===== config.mk =====
export PLATFORM = sky130hd
export DESIGN_NAME = buffer_lease_slot_tracker
export DESIGN_NICKNAME = d
export VERILOG_FILES = /design/src/rtl/blst_pkg.sv /design/src/rtl/buffer_lease_slot_tracker.sv
export SDC_FILE = /design/constraint.sdc
export NUM_CORES = 1
export LEC_CHECK = 0
export BUFFER_PORTS_ARGS = -buffer_cell sky130_fd_sc_hd__clkbuf_2
export CAP_MARGIN = 20
export CORE_MARGIN = 5
export CORE_UTILIZATION = 55
export DETAILED_ROUTE_END_ITERATION = 6
export PLACE_DENSITY_LB_ADDON = 0.25
export SLEW_MARGIN = 40
export SYNTH_ARGS = -nofsm -noshare
export SYNTH_HDL_FRONTEND = slang
export SYNTH_SLANG_ARGS = --single-unit

===== constraint.sdc =====
create_clock -name aclk -period 6 [get_ports aclk]
set_input_delay 0.6 -clock aclk [delete_from_list [all_inputs] [get_ports aclk]]
set_output_delay 0.6 -clock aclk [all_outputs]
set_load 0.005 [all_outputs]

===== src/rtl/blst_pkg.sv =====
// Shared constants for the buffer lease slot tracker: pool size, derived
// widths, slot state codes and operation codes. No dependencies.
package blst_pkg;

    localparam int SLOTS = 8;                                   // 1 .. 64
    localparam int IDX_W = (SLOTS > 1) ? $clog2(SLOTS) : 1;
    localparam int CNT_W = $clog2(SLOTS + 1);

    // Field widths of the channels.
    localparam int OP_W    = 3;
    localparam int SLOT_W  = 8;
    localparam int TOKEN_W = 64;
    localparam int GRANT_W = 3;
    localparam int COUNT_W = 4;
    localparam int STATE_W = 2;

    typedef logic [STATE_W-1:0] slot_state_t;

    localparam slot_state_t ST_FREE = 2'd0;
    localparam slot_state_t ST_CONV = 2'd1;
    localparam slot_state_t ST_SUBM = 2'd2;
    localparam slot_state_t ST_RETI = 2'd3;

    typedef logic [OP_W-1:0] op_t;

    localparam op_t OP_ACQUIRE      = 3'd0;
    localparam op_t OP_RELEASE      = 3'd1;
    localparam op_t OP_SUBMIT       = 3'd2;
    localparam op_t OP_COMPLETE     = 3'd3;
    localparam op_t OP_RETIRE_ALL   = 3'd4;
    localparam op_t OP_FREE_RETIRED = 3'd5;
    localparam op_t OP_QUERY        = 3'd6;

endpackage


===== src/rtl/buffer_lease_slot_tracker.sv =====
// Buffer lease slot tracker: slot state table walked by one scan pointer
// with a single shared 64-bit token comparator. Depends on blst_pkg.
//
//  channel | dir | ports                                                      | beat
//  --------+-----+------------------------------------------------------------+-----------
//  s_      | in  | s_valid s_ready s_op s_slot s_token                        | one op
//  m_      | out | m_valid m_ready m_ok m_granted_slot m_*_count m_slot_state | one result
//
// Per beat: acquire, complete, retire all and free retired walk every slot
// once, then load the output. Submit walks every slot for the duplicate
// check, then writes the target slot. Release and query touch one slot.
// Unused op code seven goes straight to the output state.
// The scan pointer and its single comparator set this sequencing.
// Reset (aresetn low, synchronous) frees every slot and empties the output.
// s_ready is high only while idle; a finished beat waiting on m_ready holds the
// sequencer in its output state, and a new beat is taken once it has left.
module buffer_lease_slot_tracker (
    input  logic                              aclk,
    input  logic                              aresetn,
    // operation beats
    input  logic                              s_valid,
    output logic                              s_ready,
    input  logic [blst_pkg::OP_W-1:0]         s_op,
    input  logic [blst_pkg::SLOT_W-1:0]       s_slot,
    input  logic [blst_pkg::TOKEN_W-1:0]      s_token,
    // result beats
    output logic                              m_valid,
    input  logic                              m_ready,
    output logic                              m_ok,
    output logic [blst_pkg::GRANT_W-1:0]      m_granted_slot,
    output logic [blst_pkg::COUNT_W-1:0]      m_changed_count,
    output logic [blst_pkg::COUNT_W-1:0]      m_live_count,
    output logic [blst_pkg::COUNT_W-1:0]      m_free_count,
    output logic [blst_pkg::COUNT_W-1:0]      m_retired_count,
    output logic [blst_pkg::STATE_W-1:0]      m_slot_state
);

    localparam int IDX_W = blst_pkg::IDX_W;
    localparam int CNT_W = blst_pkg::CNT_W;

    // Sequencer states
    localparam logic [1:0] S_IDLE  = 2'd0;  // waiting for a beat
    localparam logic [1:0] S_SCAN  = 2'd1;  // pointer walks all slots
    localparam logic [1:0] S_APPLY = 2'd2;  // single access at the given slot
    localparam logic [1:0] S_OUT   = 2'd3;  // load result register

    localparam logic [IDX_W-1:0] LAST_IDX = IDX_W'(blst_pkg::SLOTS - 1);

    // Slot table
    blst_pkg::slot_state_t              status_reg [blst_pkg::SLOTS];
    logic [blst_pkg::TOKEN_W-1:0]       slot_tok_reg [blst_pkg::SLOTS];

    // Sequencer and latched beat
    logic [1:0]                         state_reg, state_next;
    logic [IDX_W-1:0]                   ptr_reg, ptr_next;
    blst_pkg::op_t                      op_reg;
    logic [blst_pkg::SLOT_W-1:0]        slot_reg;
    logic [blst_pkg::TOKEN_W-1:0]       tok_reg;

    // Per-beat result accumulators
    logic                               hit_reg, hit_next;   // granted / dup / matched
    logic                               ok_reg, ok_next;
    logic [IDX_W-1:0]                   grant_reg, grant_next;
    logic [CNT_W-1:0]                   chg_reg, chg_next;
    blst_pkg::slot_state_t              qstate_reg, qstate_next;

    // Running pool counts, kept current on each status write
    logic [CNT_W-1:0]                   free_cnt_reg, free_cnt_next;
    logic [CNT_W-1:0]                   ret_cnt_reg, ret_cnt_next;

    // Output register
    logic                               m_valid_reg;
    logic                               m_ok_reg;
    logic [blst_pkg::GRANT_W-1:0]       m_grant_reg;
    logic [blst_pkg::COUNT_W-1:0]       m_chg_reg, m_live_reg, m_free_reg, m_ret_reg;
    blst_pkg::slot_state_t              m_qstate_reg;

    // Table write port, one slot per cycle at ptr_reg
    logic                               wr_en;
    blst_pkg::slot_state_t              wr_val;
    logic                               tok_wr_en;

    logic                               accept;
    logic                               in_range;
    logic                               out_free;
    blst_pkg::slot_state_t              cur;
    logic                               tok_match;
    logic                               ok_final;
    logic [7:0]                         grant_wide, chg_wide, live_wide, free_wide, ret_wide;

    assign accept    = s_valid && s_ready;
    assign s_ready   = (state_reg == S_IDLE);
    assign in_range  = (slot_reg < blst_pkg::SLOT_W'(blst_pkg::SLOTS));
    assign out_free  = !m_valid_reg || m_ready;

    // Shared unit: the one status read and token compare at the pointer
    assign cur       = status_reg[ptr_reg];
    assign tok_match = (tok_reg == slot_tok_reg[ptr_reg]);

    always_comb begin
        state_next  = state_reg;
        ptr_next    = ptr_reg;
        hit_next    = hit_reg;
        ok_next     = ok_reg;
        grant_next  = grant_reg;
        chg_next    = chg_reg;
        qstate_next = qstate_reg;
        wr_en       = 1'b0;
        wr_val      = blst_pkg::ST_FREE;
        tok_wr_en   = 1'b0;

        case (state_reg)
            S_IDLE: begin
                if (accept) begin
                    hit_next    = 1'b0;
                    ok_next     = 1'b0;
                    grant_next  = '0;
                    chg_next    = '0;
                    qstate_next = blst_pkg::ST_FREE;
                    ptr_next    = '0;
                    case (s_op)
                        blst_pkg::OP_ACQUIRE, blst_pkg::OP_SUBMIT,
                        blst_pkg::OP_COMPLETE, blst_pkg::OP_RETIRE_ALL,
                        blst_pkg::OP_FREE_RETIRED: begin
                            state_next = S_SCAN;
                        end
                        blst_pkg::OP_RELEASE, blst_pkg::OP_QUERY: begin
                            // out-of-range slot parks the pointer at zero
                            if (s_slot < blst_pkg::SLOT_W'(blst_pkg::SLOTS)) begin
                                ptr_next = s_slot[IDX_W-1:0];
                            end
                            state_next = S_APPLY;
                        end
                        default: begin
                            state_next = S_OUT;
                        end
                    endcase
                end
            end

            S_SCAN: begin
                case (op_reg)
                    blst_pkg::OP_ACQUIRE: begin
                        // retired slots count as free: the sweep runs ahead of the grant
                        if (!hit_reg &&
                            (cur inside {blst_pkg::ST_FREE, blst_pkg::ST_RETI})) begin
                            wr_en      = 1'b1;
                            wr_val     = blst_pkg::ST_CONV;
                            hit_next   = 1'b1;
                            grant_next = ptr_reg;
                        end else if (cur == blst_pkg::ST_RETI) begin
                            wr_en  = 1'b1;
                            wr_val = blst_pkg::ST_FREE;
                        end
                    end
                    blst_pkg::OP_SUBMIT: begin
                        if (cur == blst_pkg::ST_SUBM && tok_match) begin
                            hit_next = 1'b1;
                        end
                    end
                    blst_pkg::OP_COMPLETE: begin
                        if (!hit_reg && cur == blst_pkg::ST_SUBM && tok_match) begin
                            wr_en    = 1'b1;
                            wr_val   = blst_pkg::ST_RETI;
                            hit_next = 1'b1;
                        end
                    end
                    blst_pkg::OP_RETIRE_ALL: begin
                        if (cur inside {blst_pkg::ST_CONV, blst_pkg::ST_SUBM}) begin
                            wr_en    = 1'b1;
                            wr_val   = blst_pkg::ST_RETI;
                            chg_next = chg_reg + CNT_W'(1);
                        end
                    end
                    blst_pkg::OP_FREE_RETIRED: begin
                        if (cur == blst_pkg::ST_RETI) begin
                            wr_en    = 1'b1;
                            wr_val   = blst_pkg::ST_FREE;
                            chg_next = chg_reg + CNT_W'(1);
                        end
                    end
                    default: begin
                    end
                endcase

                if (ptr_reg == LAST_IDX) begin
                    if (op_reg == blst_pkg::OP_SUBMIT) begin
                        ptr_next   = in_range ? slot_reg[IDX_W-1:0] : '0;
                        state_next = S_APPLY;
                    end else begin
                        state_next = S_OUT;
                    end
                end else begin
                    ptr_next = ptr_reg + IDX_W'(1);
                end
            end

            S_APPLY: begin
                if (in_range) begin
                    case (op_reg)
                        blst_pkg::OP_RELEASE: begin
                            if (cur == blst_pkg::ST_CONV) begin
                                wr_en   = 1'b1;
                                wr_val  = blst_pkg::ST_FREE;
                                ok_next = 1'b1;
                            end
                        end
                        blst_pkg::OP_SUBMIT: begin
                            // hit_reg holds the duplicate flag from the scan
                            if (cur == blst_pkg::ST_CONV && !hit_reg) begin
                                wr_en     = 1'b1;
                                wr_val    = blst_pkg::ST_SUBM;
                                tok_wr_en = 1'b1;
                                ok_next   = 1'b1;
                            end
                        end
                        blst_pkg::OP_QUERY: begin
                            qstate_next = cur;
                            ok_next     = 1'b1;
                        end
                        default: begin
                        end
                    endcase
                end
                state_next = S_OUT;
            end

            S_OUT: begin
                if (out_free) begin
                    state_next = S_IDLE;
                end
            end

            default: begin
                state_next = S_IDLE;
            end
        endcase
    end

    // Pool counts follow the single write; live is the complement of free
    always_comb begin
        free_cnt_next = free_cnt_reg;
        ret_cnt_next  = ret_cnt_reg;
        if (wr_en) begin
            free_cnt_next = free_cnt_reg - CNT_W'(cur == blst_pkg::ST_FREE)
                                         + CNT_W'(wr_val == blst_pkg::ST_FREE);
            ret_cnt_next  = ret_cnt_reg - CNT_W'(cur == blst_pkg::ST_RETI)
                                        + CNT_W'(wr_val == blst_pkg::ST_RETI);
        end
    end

    always_comb begin
        case (op_reg)
            blst_pkg::OP_ACQUIRE, blst_pkg::OP_COMPLETE:       ok_final = hit_reg;
            blst_pkg::OP_RETIRE_ALL, blst_pkg::OP_FREE_RETIRED: ok_final = 1'b1;
            blst_pkg::OP_RELEASE, blst_pkg::OP_SUBMIT,
            blst_pkg::OP_QUERY:                                ok_final = ok_reg;
            default:                                           ok_final = 1'b0;
        endcase
    end

    // Fields are masked to their port widths when the pool is larger
    assign grant_wide = 8'(grant_reg);
    assign chg_wide   = 8'(chg_reg);
    assign free_wide  = 8'(free_cnt_reg);
    assign ret_wide   = 8'(ret_cnt_reg);
    assign live_wide  = 8'(CNT_W'(blst_pkg::SLOTS) - free_cnt_reg);

    always_ff @(posedge aclk) begin
        if (!aresetn) begin
            state_reg    <= S_IDLE;
            ptr_reg      <= '0;
            hit_reg      <= 1'b0;
            ok_reg       <= 1'b0;
            free_cnt_reg <= CNT_W'(blst_pkg::SLOTS);
            ret_cnt_reg  <= '0;
            m_valid_reg  <= 1'b0;
            for (int i = 0; i < blst_pkg::SLOTS; i++) begin
                status_reg[i] <= blst_pkg::ST_FREE;
            end
        end else begin
            state_reg    <= state_next;
            ptr_reg      <= ptr_next;
            hit_reg      <= hit_next;
            ok_reg       <= ok_next;
            free_cnt_reg <= free_cnt_next;
            ret_cnt_reg  <= ret_cnt_next;
            if (wr_en) begin
                status_reg[ptr_reg] <= wr_val;
            end
            if (state_reg == S_OUT && out_free) begin
                m_valid_reg <= 1'b1;
            end else if (m_ready) begin
                m_valid_reg <= 1'b0;
            end
        end
    end

    // Payload registers, no reset
    always_ff @(posedge aclk) begin
        grant_reg  <= grant_next;
        chg_reg    <= chg_next;
        qstate_reg <= qstate_next;
        if (accept) begin
            op_reg   <= s_op;
            slot_reg <= s_slot;
            tok_reg  <= s_token;
        end
        if (tok_wr_en) begin
            slot_tok_reg[ptr_reg] <= tok_reg;
        end
        if (state_reg == S_OUT && out_free) begin
            m_ok_reg     <= ok_final;
            m_grant_reg  <= grant_wide[blst_pkg::GRANT_W-1:0];
            m_chg_reg    <= chg_wide[blst_pkg::COUNT_W-1:0];
            m_live_reg   <= live_wide[blst_pkg::COUNT_W-1:0];
            m_free_reg   <= free_wide[blst_pkg::COUNT_W-1:0];
            m_ret_reg    <= ret_wide[blst_pkg::COUNT_W-1:0];
            m_qstate_reg <= qstate_reg;
        end
    end

    assign m_valid         = m_valid_reg;
    assign m_ok            = m_ok_reg;
    assign m_granted_slot  = m_grant_reg;
    assign m_changed_count = m_chg_reg;
    assign m_live_count    = m_live_reg;
    assign m_free_count    = m_free_reg;
    assign m_retired_count = m_ret_reg;
    assign m_slot_state    = m_qstate_reg;

endmodule


# Word-level counts from Yosys, hierarchy flattened
# Memory sizes are Yosys's and may differ from the RTL's. A register that Yosys moved wholly into a read port is not among the register bits.
# Cells that the tools add are included.
# W data, S select, Z words.
[op_classes]
eq_ne = 39
addsub = 7
n_mux = 74
order_cmp = 2
reduce_logical = 33
[ops]
columns = ["operator", "n"]
rows = [
  ["$eq A64 B64 Y1", 1],
  ["$mux W3", 14],
  ["$mux W1", 28],
  ["$ne A3 B3 Y1 const B", 9],
  ["$mux W2", 12],
  ["$eq A3 B3 Y1 const B", 7],
  ["$lt A8 B4 Y1 const B", 2],
  ["$pmux W4 S2", 2],
  ["$eq A3 B2 Y1 const B", 4],
  ["$mux W4", 3],
  ["$ne A2 B2 Y1 const B", 6],
  ["$pmux W2 S2", 3],
  ["$pmux W3 S2", 2],
  ["$reduce_and A6 Y1", 2],
  ["$eq A2 B2 Y1 const B", 5],
  ["$reduce_bool A2 Y1", 5],
  ["$pmux W1 S3", 3],
  ["$add A4 B1 Y4", 2],
  ["$ne A4 B4 Y1 const B", 2],
  ["$pmux W1 S2", 4],
  ["$pmux W2 S4", 1],
  ["$reduce_and A4 Y1", 2],
  ["$reduce_or A2 Y1", 4],
  ["$sub A4 B1 Y4", 2],
  ["other kinds (17)", 30],
]
[totals]
ramBits = 528
elab_cells = 177
out_inout_bits = 24
inputBits = 79
n_memories = 2
reg_bits = 122
[mem_list]
columns = ["name", "depth", "word_bits", "rd", "rd_clocked_by_memory_dff", "wr", "line", "source"]
rows = [
  ["slot_tok_reg", 8, 64, 1, 1, 1, "buffer_lease_slot_tracker.sv:51", "logic [blst_pkg::TOKEN_W-1:0] slot_tok_reg [blst_pkg::SLOTS];"],
  ["status_reg", 8, 2, 1, 1, 8, "buffer_lease_slot_tracker.sv:50", "blst_pkg::slot_state_t status_reg [blst_pkg::SLOTS];"],
]

# Longest topological paths before layout
# Gate-level depths: netlist of run 1.
[depth]
depth_word = 11
depth_mapped = 24
mapped_depth_nobuf = 19

# Least setup slack after synthesis of run 1
# Ideal clock, no wire load.
[synth_timing]
path_kind = "reg-to-reg"
startpoint = "register with a tool-made name"
endpoint = "memory slot_tok_reg[7][0] (netlist name), enable pin"
setup_slack_ns = 0.148
setup_time_ns = 0.487
required_ns = 5.513
period_less_slack_ns = 5.852
arrival_time_ns = 5.365
stages_incl_launch_ff = 12
n_path_buf = 4
cell_sequence = "dfxtp_1 buf_6 buf_2 buf_2 buf_2 mux4_2 mux2i_1 ha_1 nand2_1 nor2_1 nand2_1 nor2_1"
[synth_lines]
columns = ["element", "line"]
rows = [
  ["to (decl)", "buffer_lease_slot_tracker.sv:51"],
]

==> summary.md, run 1 <==
### Final layout
• number of diodes: 0
• commonest non-fill, non-tap cells in the layout: sky130_fd_sc_hd__edfxtp_1, sky130_fd_sc_hd__mux2i_1, sky130_fd_sc_hd__clkbuf_2
• total of fill cells in the finished design: 3188
• share of post-route cells with drive strength above 1: 22.4%
• final cell area excluding filler cells: 29300 um2
• layout overhead on the synthesized area: 13.4%
• leading cell type in the layout, fill and taps excluded: sky130_fd_sc_hd__edfxtp_1
• Final Net Count: 1603
• multi-input combinational cell area: 6080 um2
• number of flip-flops in the largest register: 512
• register area: 19400 um2

### Hold path
• number of cells traversed by the worst hold path: 1
• source of the worst hold timing path: s_token[33]
• Hold Path End: tok_reg[33]
• class of the most critical hold timing path: in2reg

### Worst setup path
• data arrival time of the worst path: 5.71 ns
• CP delay by family, top: simple AND/OR/NAND/NOR gates
• length in cells of the worst reg-to-reg path: 18
• required time reported for the critical path endpoint: 6.48 ns
• slack of the worst reg-to-reg path: 0.76 ns
• cell chain of the critical path: buf_12, mux4_2, mux2i_1, xor2_1, nand4_1, nor4_2, nand4_2, nor3_1, nor2_1, o21ai_0, ha_1, inv_1, ha_1, inv_1, fa_1, xor2_1, nor3_1, a211oi_1
• destination of the worst register-to-register timing path: free_cnt_reg[2]
• worst-path cell with the longest stage delay: sky130_fd_sc_hd__dfxtp_4
• crit path kind: reg2reg
• CP peak stage delay: 0.80 ns
• CP startpoint kind: flip-flop
• crit path buf inv count: 3
• endpoint kind of the worst setup timing path: flip-flop
• critical-path maximum fanout: 38

### Logic synthesis
• async set or reset register ratio after synthesis: 0%
• number of distinct standard cells referenced by the synthesized netlist: 60
• synthesized instance count: 1360
• Seq/Total Area, Yosys: 75.0%
• Warnings, synthesis: 0
• Synthesized Nets: 1462
• cell area after synthesis: 25900 um2
• predominant post-synthesis flop cell: sky130_fd_sc_hd__edfxtp_1
• number of enable-type register cells in the synthesized netlist: 633
• post-synthesis average cell area: 19.0 um2
• register bit count reported by yosys: 652

### Power and ir drop
• maximum resistive drop on vdd: 0.298 mV
• PwrDens: 415 nW/um2
• cell leakage power: 9.48 nW

### Timing
• highest clock rate: 191 MHz
• setup_tns: 0 ns
• Slew @ Worst Pin: 0.811 ns
• final setup vio count: 0
• final-report hold violation count: 0
• count of final max-slew check failures: 0
• post-route fraction of the period consumed by the critical path: 87.3%
• worst slew margin relative to its limit: 45.8%
• final critical path time including I/O delays and setup: 5.24 ns
• unrepaired setup endpoints after global routing: false
• Max Clock Skew: 0.0203 ns
• Worst Hold Margin: 0.193 ns

### Detailed routing
• detailed route wirelength on metal2: 25.0 mm
• detail-routed net length per standard cell: 23.0 um
• detailed-routing iteration count for the pre-antenna-repair pass: 5
• initial drt markers: 1037
• Met3 Routed Length: 3.20 mm
• Max Used Layer: met4
• detail-routed via count per cell: 5.89
• total routed wirelength: 49.6 mm
• via count: 12700
• DRT antenna net count: 0
• DRC violation count after routing: 0
• routed length on met1: 20.5 mm

### Floorplanning
• overall die height: 227 um
• number of placed I/O pins: 103
• Core Rows: 79
• placeable core area: 46600 um2
• total die area: 51400 um2
• floorplan die width: 227 um
• starting density of the core: 55.5%

### GRT
• number of global-route vias before repair: 13100
• largest net degree at the start of global routing: 65
• global-route wire length before repair: 77.2 mm
• aggregate global routing overflow: 0
• total routing usage reported by global routing: 19.7%
• number of antenna violations at the first check in global routing: 0

### Outcome
• run status: finished, final reports clean

### Clock network
• Post-CTS Setup Repair Bufs: 0
• CTS Hold Buffers Added: 0
• number of clock buffers inserted by TritonCTS: 67
• clock root cell: sky130_fd_sc_hd__clkbuf_16
• CTS-repair resized insts: 0
• insertion delay of the later-clocked pin in the worst-skew pair: 0.58 ns
• clock sinks: 652
• number of levels the H-tree was split into: 3
• number of buffers on the longest clock path: 3
• CTS tree: built
• register clock-pin slew on the reported worst setup and hold paths: 0.06 ns

### Placed design
• routability cong.: 0.824
• quantity of I/O buffers inserted on ports: 102
• detailed placer's ending HPWL: 28.0 mm
• placement-stage cell area: 27200 um2

### Job
• MaxCap Viol Count: 0

==> worst reg2reg max path, stage by stage, from the launching register on <==
cell and delay (ns):
sky130_fd_sc_hd__dfxtp_4 0.80, sky130_fd_sc_hd__buf_12 0.35, sky130_fd_sc_hd__mux4_2 0.53, sky130_fd_sc_hd__mux2i_1 0.17, sky130_fd_sc_hd__xor2_1 0.24, sky130_fd_sc_hd__nand4_1 0.18
sky130_fd_sc_hd__nor4_2 0.36, sky130_fd_sc_hd__nand4_2 0.30, sky130_fd_sc_hd__nor3_1 0.57, sky130_fd_sc_hd__nor2_1 0.08, sky130_fd_sc_hd__o21ai_0 0.20, sky130_fd_sc_hd__ha_1 0.26
sky130_fd_sc_hd__inv_1 0.05, sky130_fd_sc_hd__ha_1 0.16, sky130_fd_sc_hd__inv_1 0.06, sky130_fd_sc_hd__fa_1 0.40, sky130_fd_sc_hd__xor2_1 0.17, sky130_fd_sc_hd__nor3_1 0.06
sky130_fd_sc_hd__a211oi_1 0.20
==> final cells by class <==
cell class                 count  share of cell area [%]
sequential                   652                    66.2
multi-input combinational    627                    20.7
clock buffer                  86                    6.32
timing repair buffer         129                    2.82
tap                          607                    2.59
clock inverter                30                    1.02
inverter                      24                   0.316
==> report_power, final <==
group | switching (W) | leakage [nW] | internal (W)
combinational | 0.00119 | 2.51 | 0.00102
clock | 0.00162 | 1.05 | 0.00243
sequential | 0.000446 | 5.92 | 0.00546
total | 0.00326 | 9.48 | 0.00891
==> cells in the mapped netlist, types with 2 or more instances <==
cell type | n | share of area, %
sky130_fd_sc_hd__xnor2_1 | 11 | 0.37
sky130_fd_sc_hd__a21o_1 | 3 | 0.087
sky130_fd_sc_hd__xor2_1 | 39 | 1.3
sky130_fd_sc_hd__nor2_1 | 56 | 0.81
sky130_fd_sc_hd__mux4_2 | 84 | 7.3
sky130_fd_sc_hd__nand4_1 | 13 | 0.31
sky130_fd_sc_hd__a22oi_1 | 27 | 0.78
sky130_fd_sc_hd__buf_1 | 3 | 0.044
sky130_fd_sc_hd__nand3_1 | 10 | 0.19
sky130_fd_sc_hd__dfxtp_1 | 19 | 1.5
sky130_fd_sc_hd__or4b_1 | 2 | 0.077
sky130_fd_sc_hd__mux2_2 | 23 | 1.0
sky130_fd_sc_hd__nor4_2 | 3 | 0.15
sky130_fd_sc_hd__buf_2 | 18 | 0.35
sky130_fd_sc_hd__o22ai_1 | 16 | 0.39
sky130_fd_sc_hd__edfxtp_1 | 633 | 74
sky130_fd_sc_hd__nand2_1 | 27 | 0.39
sky130_fd_sc_hd__fa_1 | 2 | 0.15
sky130_fd_sc_hd__a21oi_1 | 25 | 0.48
sky130_fd_sc_hd__a22o_1 | 14 | 0.47
sky130_fd_sc_hd__nand2b_1 | 7 | 0.17
sky130_fd_sc_hd__or3_1 | 14 | 0.34
sky130_fd_sc_hd__ha_1 | 21 | 1.0
sky130_fd_sc_hd__buf_6 | 11 | 0.48
sky130_fd_sc_hd__clkbuf_1 | 12 | 0.17
sky130_fd_sc_hd__nor4_1 | 5 | 0.12
sky130_fd_sc_hd__o211ai_1 | 5 | 0.15
sky130_fd_sc_hd__mux2i_1 | 116 | 4.5
sky130_fd_sc_hd__nor2b_1 | 12 | 0.29
sky130_fd_sc_hd__inv_1 | 24 | 0.35
sky130_fd_sc_hd__nor3_1 | 11 | 0.21
sky130_fd_sc_hd__a211oi_1 | 7 | 0.20
sky130_fd_sc_hd__and2_1 | 7 | 0.17
sky130_fd_sc_hd__nand3b_1 | 5 | 0.15
sky130_fd_sc_hd__and3_1 | 10 | 0.24
sky130_fd_sc_hd__buf_4 | 12 | 0.35
sky130_fd_sc_hd__o21ai_0 | 30 | 0.58
==> worst max-delay path by stage <==
stage | startpoint | to | slack, ns | cells after the start
6_report | flip-flop | free_cnt_reg[2] | 0.76 | 18
5_1_grt | flip-flop | free_cnt_reg[2] | 0.39 | 18
4_1_cts | flip-flop | free_cnt_reg[2] | 0.72 | 18
3_5_place_dp | flip-flop | free_cnt_reg[2] | 0.74 | 18
3_3_place_gp | flip-flop | free_cnt_reg[2] | 0.89 | 18
2_1_floorplan | flip-flop | slot_tok_reg[7][0] | 0.15 | 11
==> stage by stage <==
stage | setup WS [ns] | utilization (%) | power, W | cells
3_5_place_dp | 0.740 | 58.3 | 0.00823 | 2039
4_1_cts | 0.717 | 63.0 | 0.0123 | 2155
5_1_grt | 0.387 | 63.0 | 0.0127 | 2155
2_1_floorplan | 0.148 | - | 0.00758 | 1360
3_3_place_gp | 0.887 | 58.3 | 0.00818 | 2039
6_report | 0.763 | 63.0 | 0.0122 | 2155
==> cell families after synthesis <==
group / after synthesis / synth area share, %
flip-flops: 652 / 75.0
multiplexers: 223 / 12.8
AND/OR/NAND/NOR: 188 / 3.85
AO/OA/AOI/OAI: 143 / 3.73
buffers and inverters: 81 / 1.76
XOR/XNOR: 50 / 1.69
adder cells (fa/ha/maj): 23 / 1.17
==> routing by layer <==
| metal | global-route usage [%] | vias to the layer above |
|---|---|---|
| met5 | 0 | - |
| li1 | - | 5759 |
| met2 | 32.6 | 390 |
| met4 | 5.47 | 0 |
| met1 | 27.5 | 6484 |
| met3 | 3.52 | 70 |
Note: power is estimated with default switching activity, not from simulation.
==> inputs of run 2 (changes only) <==
CORE_ASPECT_RATIO = 0.5   (was default)
CTS_BUF_LIST = sky130_fd_sc_hd__clkbuf_16   (was default)
==> run 2 against run 1 <==
Effect of this change: hold slack got worse by 0.013 ns; highest routed layer unchanged; clock power decreased by 14%; sequential share of layout area increased by 0.44 points; final cell count increased by 1.3%; sequential cell count unchanged; register-to-register slack improved by 0.17 ns; via count increased by 1.8%; largest power group unchanged; largest cell class unchanged.
==> summary.md, run 2 (synthesis results as in run 1) <==
### Timing
• Slew @ Worst Pin: 0.817 ns, was 0.811 ns
• final setup vio count: 0, unchanged
• post-route fraction of the period consumed by the critical path: 84.4%, was 87.3%
• setup_tns: 0 ns, unchanged
• worst slew margin relative to its limit: 45.4%, was 45.8%
• highest clock rate: 197 MHz, was 191 MHz
• count of final max-slew check failures: 0, unchanged
• final-report hold violation count: 0, unchanged
• final critical path time including I/O delays and setup: 5.06 ns, was 5.24 ns
• Max Clock Skew: 0.0148 ns, was 0.0203 ns
• unrepaired setup endpoints after global routing: false, unchanged

### Detailed routing
• initial drt markers: 1322, was 1037
• total routed wirelength: 52.1 mm, was 49.6 mm
• DRT antenna net count: 0, unchanged
• detail-routed via count per cell: 5.93, was 5.89
• detail-routed net length per standard cell: 23.9 um, was 23.0 um
• detailed-routing iteration count for the pre-antenna-repair pass: 5, unchanged
• DRC violation count after routing: 0, unchanged
• via count: 12900, was 12700

### Floorplanning
• starting density of the core: 55.4%, was 55.5%
• number of placed I/O pins: 103, unchanged
• placeable core area: 46700 um2, was 46600 um2
• Core Rows: 56, was 79
• total die area: 51700 um2, was 51400 um2
• overall die height: 163 um, was 227 um
• floorplan die width: 317 um, was 227 um

### Worst setup path
• worst-path cell with the longest stage delay: sky130_fd_sc_hd__nor4_1, was sky130_fd_sc_hd__dfxtp_4
• critical-path maximum fanout: 23, was 38
• data arrival time of the worst path: 5.51 ns, was 5.71 ns
• CP delay by family, top: simple AND/OR/NAND/NOR gates, unchanged
• crit path kind: reg2reg, unchanged
• CP startpoint kind: flip-flop, unchanged
• required time reported for the critical path endpoint: 6.45 ns, was 6.48 ns
• endpoint kind of the worst setup timing path: flip-flop, unchanged
• crit path buf inv count: 3, unchanged
• CP peak stage delay: 0.64 ns, was 0.80 ns
• cell chain of the critical path: buf_4, mux2_2, o22ai_1, or3_1, o211ai_1, nor4_1, nand4_1, nor3_1, nor2_1, o21ai_0, ha_1, inv_1, ha_1, inv_1, fa_1, xor2_1, nor3_1, a211oi_1, was buf_12, mux4_2, mux2i_1, xor2_1, nand4_1, nor4_2, nand4_2, nor3_1, nor2_1, o21ai_0, ha_1, inv_1, ha_1, inv_1, fa_1, xor2_1, nor3_1, a211oi_1

### Clock network
• number of clock buffers inserted by TritonCTS: 55, was 67
• Post-CTS Setup Repair Bufs: 0, unchanged
• CTS tree: built, unchanged
• CTS-repair resized insts: 0, unchanged
• clock sinks: 652, unchanged
• number of buffers on the longest clock path: 3, unchanged
• number of levels the H-tree was split into: 2, was 3
• insertion delay of the later-clocked pin in the worst-skew pair: 0.59 ns, was 0.58 ns
• clock root cell: sky130_fd_sc_hd__clkbuf_16, unchanged
• CTS Hold Buffers Added: 0, unchanged
• register clock-pin slew on the reported worst setup and hold paths: 0.07 ns, was 0.06 ns

### GRT
• number of global-route vias before repair: 13300, was 13100
• global-route wire length before repair: 79.7 mm, was 77.2 mm
• largest net degree at the start of global routing: 65, unchanged
• number of antenna violations at the first check in global routing: 0, unchanged
• total routing usage reported by global routing: 20.3%, was 19.7%
• aggregate global routing overflow: 0, unchanged

### Final layout
• layout overhead on the synthesized area: 12.6%, was 13.4%
• Final Net Count: 1605, was 1603
• total of fill cells in the finished design: 3296, was 3188
• number of diodes: 0, unchanged
• leading cell type in the layout, fill and taps excluded: sky130_fd_sc_hd__edfxtp_1, unchanged
• number of flip-flops in the largest register: 512, unchanged
• commonest non-fill, non-tap cells in the layout: sky130_fd_sc_hd__edfxtp_1, sky130_fd_sc_hd__mux2i_1, sky130_fd_sc_hd__clkbuf_2, unchanged
• share of post-route cells with drive strength above 1: 22.4%, about the same
• final cell area excluding filler cells: 29100 um2, was 29300 um2

### Placed design
• placement-stage cell area: 27400 um2, was 27200 um2
• quantity of I/O buffers inserted on ports: 102, unchanged
• detailed placer's ending HPWL: 31.6 mm, was 28.0 mm
• routability cong.: 0.806, was 0.824

### Job
• MaxCap Viol Count: 0, unchanged

### Power and ir drop
• maximum resistive drop on vdd: 0.220 mV, was 0.298 mV
• PwrDens: 400 nW/um2, was 415 nW/um2
• cell leakage power: 9.41 nW, was 9.48 nW

### Outcome
• run status: finished, final reports clean, unchanged

### Hold path
• class of the most critical hold timing path: in2reg, unchanged

[run 2: cell types whose count changed in the layout (fill, tap and decap cells not counted), moves of 2 or more]
cell	change
sky130_fd_sc_hd__clkbuf_16	-14
sky130_fd_sc_hd__clkbuf_1	-13
sky130_fd_sc_hd__buf_4	+10
sky130_fd_sc_hd__inv_1	+9
sky130_fd_sc_hd__clkinv_1	+3
sky130_fd_sc_hd__clkinv_2	+3
sky130_fd_sc_hd__buf_12	+2
sky130_fd_sc_hd__buf_16	+2
sky130_fd_sc_hd__clkbuf_8	-2
[run 2: routing by layer]
layer	GRT usage [%]	up-vias	wire length (um)	share of wire, %
met5	0	-	0	0
met2	33.5	383	25400	49
li1	-	5756	-	-
met3	3.80	72	3230	6.2
met4	4.01	0	757	1.5
met1	29.2	6726	22700	44
[run 2: cell type report]
| cell class | instances | area (um2) | share of cell area (%) |
|---|---|---|---|
| repair buffers | 143 | 996 | 3.42 |
| well taps | 638 | 798 | 2.74 |
| clock buffers | 57 | 1430 | 4.90 |
| multi-input cells | 627 | 6080 | 20.9 |
| clock inverters | 42 | 319 | 1.10 |
| flip-flops and latches | 652 | 19400 | 66.6 |
| inverters | 24 | 91.3 | 0.314 |
[run 2: path summary, 6_finish.rpt]
check / startpoint / slack [ns] / endpoint / cells past startpoint
max reg2reg: flip-flop / 0.94 / free_cnt_reg[2] / 18
min: s_token[61] / 0.18 / tok_reg[61] / 1
min reg2reg: qstate_reg[1] / 0.42 / m_slot_state[1] / 0
max: flip-flop / 0.94 / free_cnt_reg[2] / 18
[run 2: power breakdown]
| part | total, W | internal (W) | switching, W | leakage (nW) |
|---|---|---|---|---|
| registers | 0.00586 | 0.00546 | 0.000397 | 5.92 |
| clock network | 0.00348 | 0.00193 | 0.00155 | 0.888 |
| logic | 0.00231 | 0.00103 | 0.00128 | 2.61 |
| total | 0.0116 | 0.00842 | 0.00322 | 9.41 |
[run 2: per-stage QoR]
stage                     setup WS (ns)  hold slack [ns]  instances  utilization [%]  total power, W
after global routing              0.524            0.160       2183             62.4          0.0121
final                             0.936            0.181       2183             62.4          0.0116
after floorplan                   0.148            0.400       1360                -         0.00758
after CTS                         0.953            0.155       2183             62.4          0.0117
after global placement             1.05            0.404       2082             58.5         0.00818
after detailed placement           1.00            0.405       2084             58.7         0.00826
==> inputs of run 3 (changes only) <==
clock period = 4.32 ns   (was 6 ns; I/O delays follow)
==> run 3 against run 2 <==
Effect of this change: the run now ends with negative setup slack left; final cell count increased by 5.3%; first-iteration DRC count is 2.6% lower; final area is 5.1% higher; critical path depth up 1; register-to-register slack lost 1.0 ns; global-route usage increased by 0.91 points; largest cell class unchanged; sequential cell count unchanged; routed wire length is 4.5% higher; clock-buffer cell count shrank 1; largest power group unchanged; clock power increased by 41%; sequential power up 37%.
==> summary.md, run 3 (synthesis results as in run 1) <==
### Clock network
• insertion delay of the later-clocked pin in the worst-skew pair: 0.59 ns, about the same
• register clock-pin slew on the reported worst setup and hold paths: 0.07 ns, about the same
• number of levels the H-tree was split into: 2, unchanged
• clock sinks: 652, unchanged
• CTS tree: built, unchanged
• clock root cell: sky130_fd_sc_hd__clkbuf_16, unchanged
• number of clock buffers inserted by TritonCTS: 55, unchanged
• number of buffers on the longest clock path: 3, unchanged

### Timing
• final-report hold violation count: 0, unchanged
• final setup slack of the worst path: -0.0719 ns, was 0.936 ns
• final critical path time including I/O delays and setup: 4.39 ns, was 5.06 ns
• final setup vio count: 5, was 0
• highest clock rate: 228 MHz, was 197 MHz
• count of final max-slew check failures: 0, unchanged
• worst slew margin relative to its limit: 50.2%, was 45.4%
• unrepaired setup endpoints after global routing: true, was false
• Slew @ Worst Pin: 0.742 ns, was 0.817 ns
• Max Clock Skew: 0.0169 ns, was 0.0148 ns
• post-route fraction of the period consumed by the critical path: 102%, was 84.4%

### Detailed routing
• detail-routed net length per standard cell: 23.7 um, was 23.9 um
• DRT antenna net count: 0, unchanged
• initial drt markers: 1288, was 1322
• detail-routed via count per cell: 5.88, was 5.93
• detailed-routing iteration count for the pre-antenna-repair pass: 5, unchanged
• total routed wirelength: 54.4 mm, was 52.1 mm
• DRC violation count after routing: 0, unchanged
• via count: 13500, was 12900

### Outcome
• violated checks: negative setup slack
• run status: finished with violations, was finished, final reports clean

### Final layout
• Final Net Count: 1720, was 1605
• leading cell type in the layout, fill and taps excluded: sky130_fd_sc_hd__edfxtp_1, unchanged
• final core utilization: 65.6%, was 62.4%
• commonest non-fill, non-tap cells in the layout: sky130_fd_sc_hd__edfxtp_1, sky130_fd_sc_hd__mux2i_1, sky130_fd_sc_hd__clkbuf_2, unchanged
• total of fill cells in the finished design: 3093, was 3296
• share of post-route cells with drive strength above 1: 27.8%, was 22.4%
• final cell area excluding filler cells: 30600 um2, was 29100 um2
• number of flip-flops in the largest register: 512, unchanged
• number of diodes: 0, unchanged
• layout overhead on the synthesized area: 18.3%, was 12.6%

### Worst setup path
• CP delay by family, top: simple AND/OR/NAND/NOR gates, unchanged
• endpoint kind of the worst setup timing path: flip-flop, unchanged
• library cell appearing most often on the critical path: sky130_fd_sc_hd__buf_4
• required time reported for the critical path endpoint: 4.76 ns, was 6.45 ns
• critical-path maximum fanout: 14, was 23
• CP startpoint kind: flip-flop, unchanged
• worst-path cell with the longest stage delay: sky130_fd_sc_hd__dfxtp_4, was sky130_fd_sc_hd__nor4_1
• CP peak stage delay: 0.41 ns, was 0.64 ns
• cell chain of the critical path: buf_6, bufbuf_16, mux2_2, o22ai_1, or3_1, nand4_1, nor4_2, buf_4, nand4_4, nor3_4, buf_4, o211ai_1, ha_1, inv_2, ha_4, fa_2, xor2_2, nor3_2, a211oi_1, was buf_4, mux2_2, o22ai_1, or3_1, o211ai_1, nor4_1, nand4_1, nor3_1, nor2_1, o21ai_0, ha_1, inv_1, ha_1, inv_1, fa_1, xor2_1, nor3_1, a211oi_1
• crit path kind: reg2reg, unchanged
• data arrival time of the worst path: 4.84 ns, was 5.51 ns
• crit path buf inv count: 5, was 3

### GRT
• number of global-route vias before repair: 14100, was 13300
• global-route wire length before repair: 83.5 mm, was 79.7 mm
• total routing usage reported by global routing: 21.3%, was 20.3%
• aggregate global routing overflow: 0, unchanged
• largest net degree at the start of global routing: 65, unchanged
• number of antenna violations at the first check in global routing: 1, was 0

### Job
• MaxCap Viol Count: 0, unchanged

### Floorplanning
• overall die height: 163 um, unchanged
• placeable core area: 46700 um2, unchanged
• starting density of the core: 55.4%, unchanged
• number of placed I/O pins: 103, unchanged
• floorplan die width: 317 um, unchanged
• Core Rows: 56, unchanged
• total die area: 51700 um2, unchanged

### Placed design
• detailed placer's ending HPWL: 32.4 mm, was 31.6 mm
• routability cong.: 0.815, was 0.806
• quantity of I/O buffers inserted on ports: 102, unchanged
• placement-stage cell area: 27800 um2, was 27400 um2

### Power and ir drop
• cell leakage power: 10.1 nW, was 9.41 nW
• maximum resistive drop on vdd: 0.333 mV, was 0.220 mV
• PwrDens: 556 nW/um2, was 400 nW/um2
• total design power: 0.0170 W, was 0.0116 W

### Hold path
• class of the most critical hold timing path: in2reg, unchanged

[run 3: cell count changes in the layout (fill, tap and decap cells not counted), moves of 4 or more]
cell / delta
sky130_fd_sc_hd__o21ai_1: +6
sky130_fd_sc_hd__clkinv_1: -4
sky130_fd_sc_hd__buf_4: +47
sky130_fd_sc_hd__a21oi_2: +4
sky130_fd_sc_hd__dlygate4sd3_1: +39
sky130_fd_sc_hd__bufbuf_16: +4
sky130_fd_sc_hd__buf_6: +8
sky130_fd_sc_hd__a21oi_1: -4
sky130_fd_sc_hd__inv_1: -4
sky130_fd_sc_hd__mux2i_2: +8
sky130_fd_sc_hd__mux2i_1: -8
sky130_fd_sc_hd__o21ai_0: -7
sky130_fd_sc_hd__buf_12: +15
[run 3: per-stage QoR]
| stage | instances | setup slack (ns) | hold WS (ns) | setup TNS [ns] |
|---|---|---|---|---|
| after floorplan | 1360 | -0.313 | 0.400 | -160.00 |
| after global placement | 2131 | -0.192 | 0.404 | -0.431 |
| after detailed placement | 2131 | -0.352 | 0.406 | -1.24 |
| after CTS | 2288 | -0.0492 | 0.000492 | -0.443 |
| after global routing | 2298 | -0.270 | 0.000359 | -1.28 |
| final | 2298 | -0.0719 | 0.0256 | -0.164 |
[run 3: path summary, 6_finish.rpt]
kind	slack (ns)	cells past startpoint	from	end
worst max-delay path	-0.07	19	flip-flop	ret_cnt_reg[2]
worst min-delay path	0.03	1	s_token[1]	tok_reg[1]
worst max register to register	-0.07	19	flip-flop	ret_cnt_reg[2]
worst min register to register	0.42	0	qstate_reg[0]	m_slot_state[0]
[run 3: where the power goes]
group	internal [W]	switching (W)
logic	0.00197	0.00210
clock network	0.00271	0.00218
registers	0.00758	0.000465
total	0.0123	0.00475
[run 3: final cells by class]
class	count	area [um2]	share of cell area, %
Sequential cell	652	19400	63.4
Tap cell	638	798	2.61
Clock inverter	43	367	1.20
Inverter	24	91.3	0.299
Timing Repair Buffer	257	2270	7.43
Multi-Input combinational cell	628	6270	20.5
Clock buffer	56	1400	4.58
[run 3: layer usage]
| metal | global-route usage (%) | wire, um |
|---|---|---|
| met3 | 4.67 | 3920 |
| met4 | 3.77 | 787 |
| met1 | 30.2 | 23300 |
| met2 | 35.0 | 26400 |
| met5 | 0 | 0 |
[run 3: repair_timing]
| item | in CTS | in global routing |
|---|---|---|
| setup endpoints to repair | 6 | 24 |
| hold buffers | 35 | 4 |
| gates cloned | 4 | 2 |
| hold endpoints to repair | 35 | 4 |
| setup buffers | 19 | 7 |
| pin swaps | 10 | 8 |
| resized for setup | 30 | 31 |
[run 3: worst reg2reg max path: cells and delay by family, from the launching register on]
kind | cells | cell delay [ns]
AOI/OAI and AO/OA | 3 | 0.34
DFF | 1 | 0.41
xor gates and xnor gates | 1 | 0.16
and+or+nand+nor | 6 | 1.19
muxes | 1 | 0.34
adders and majority gates | 3 | 0.85
buffers and inverters | 5 | 0.97
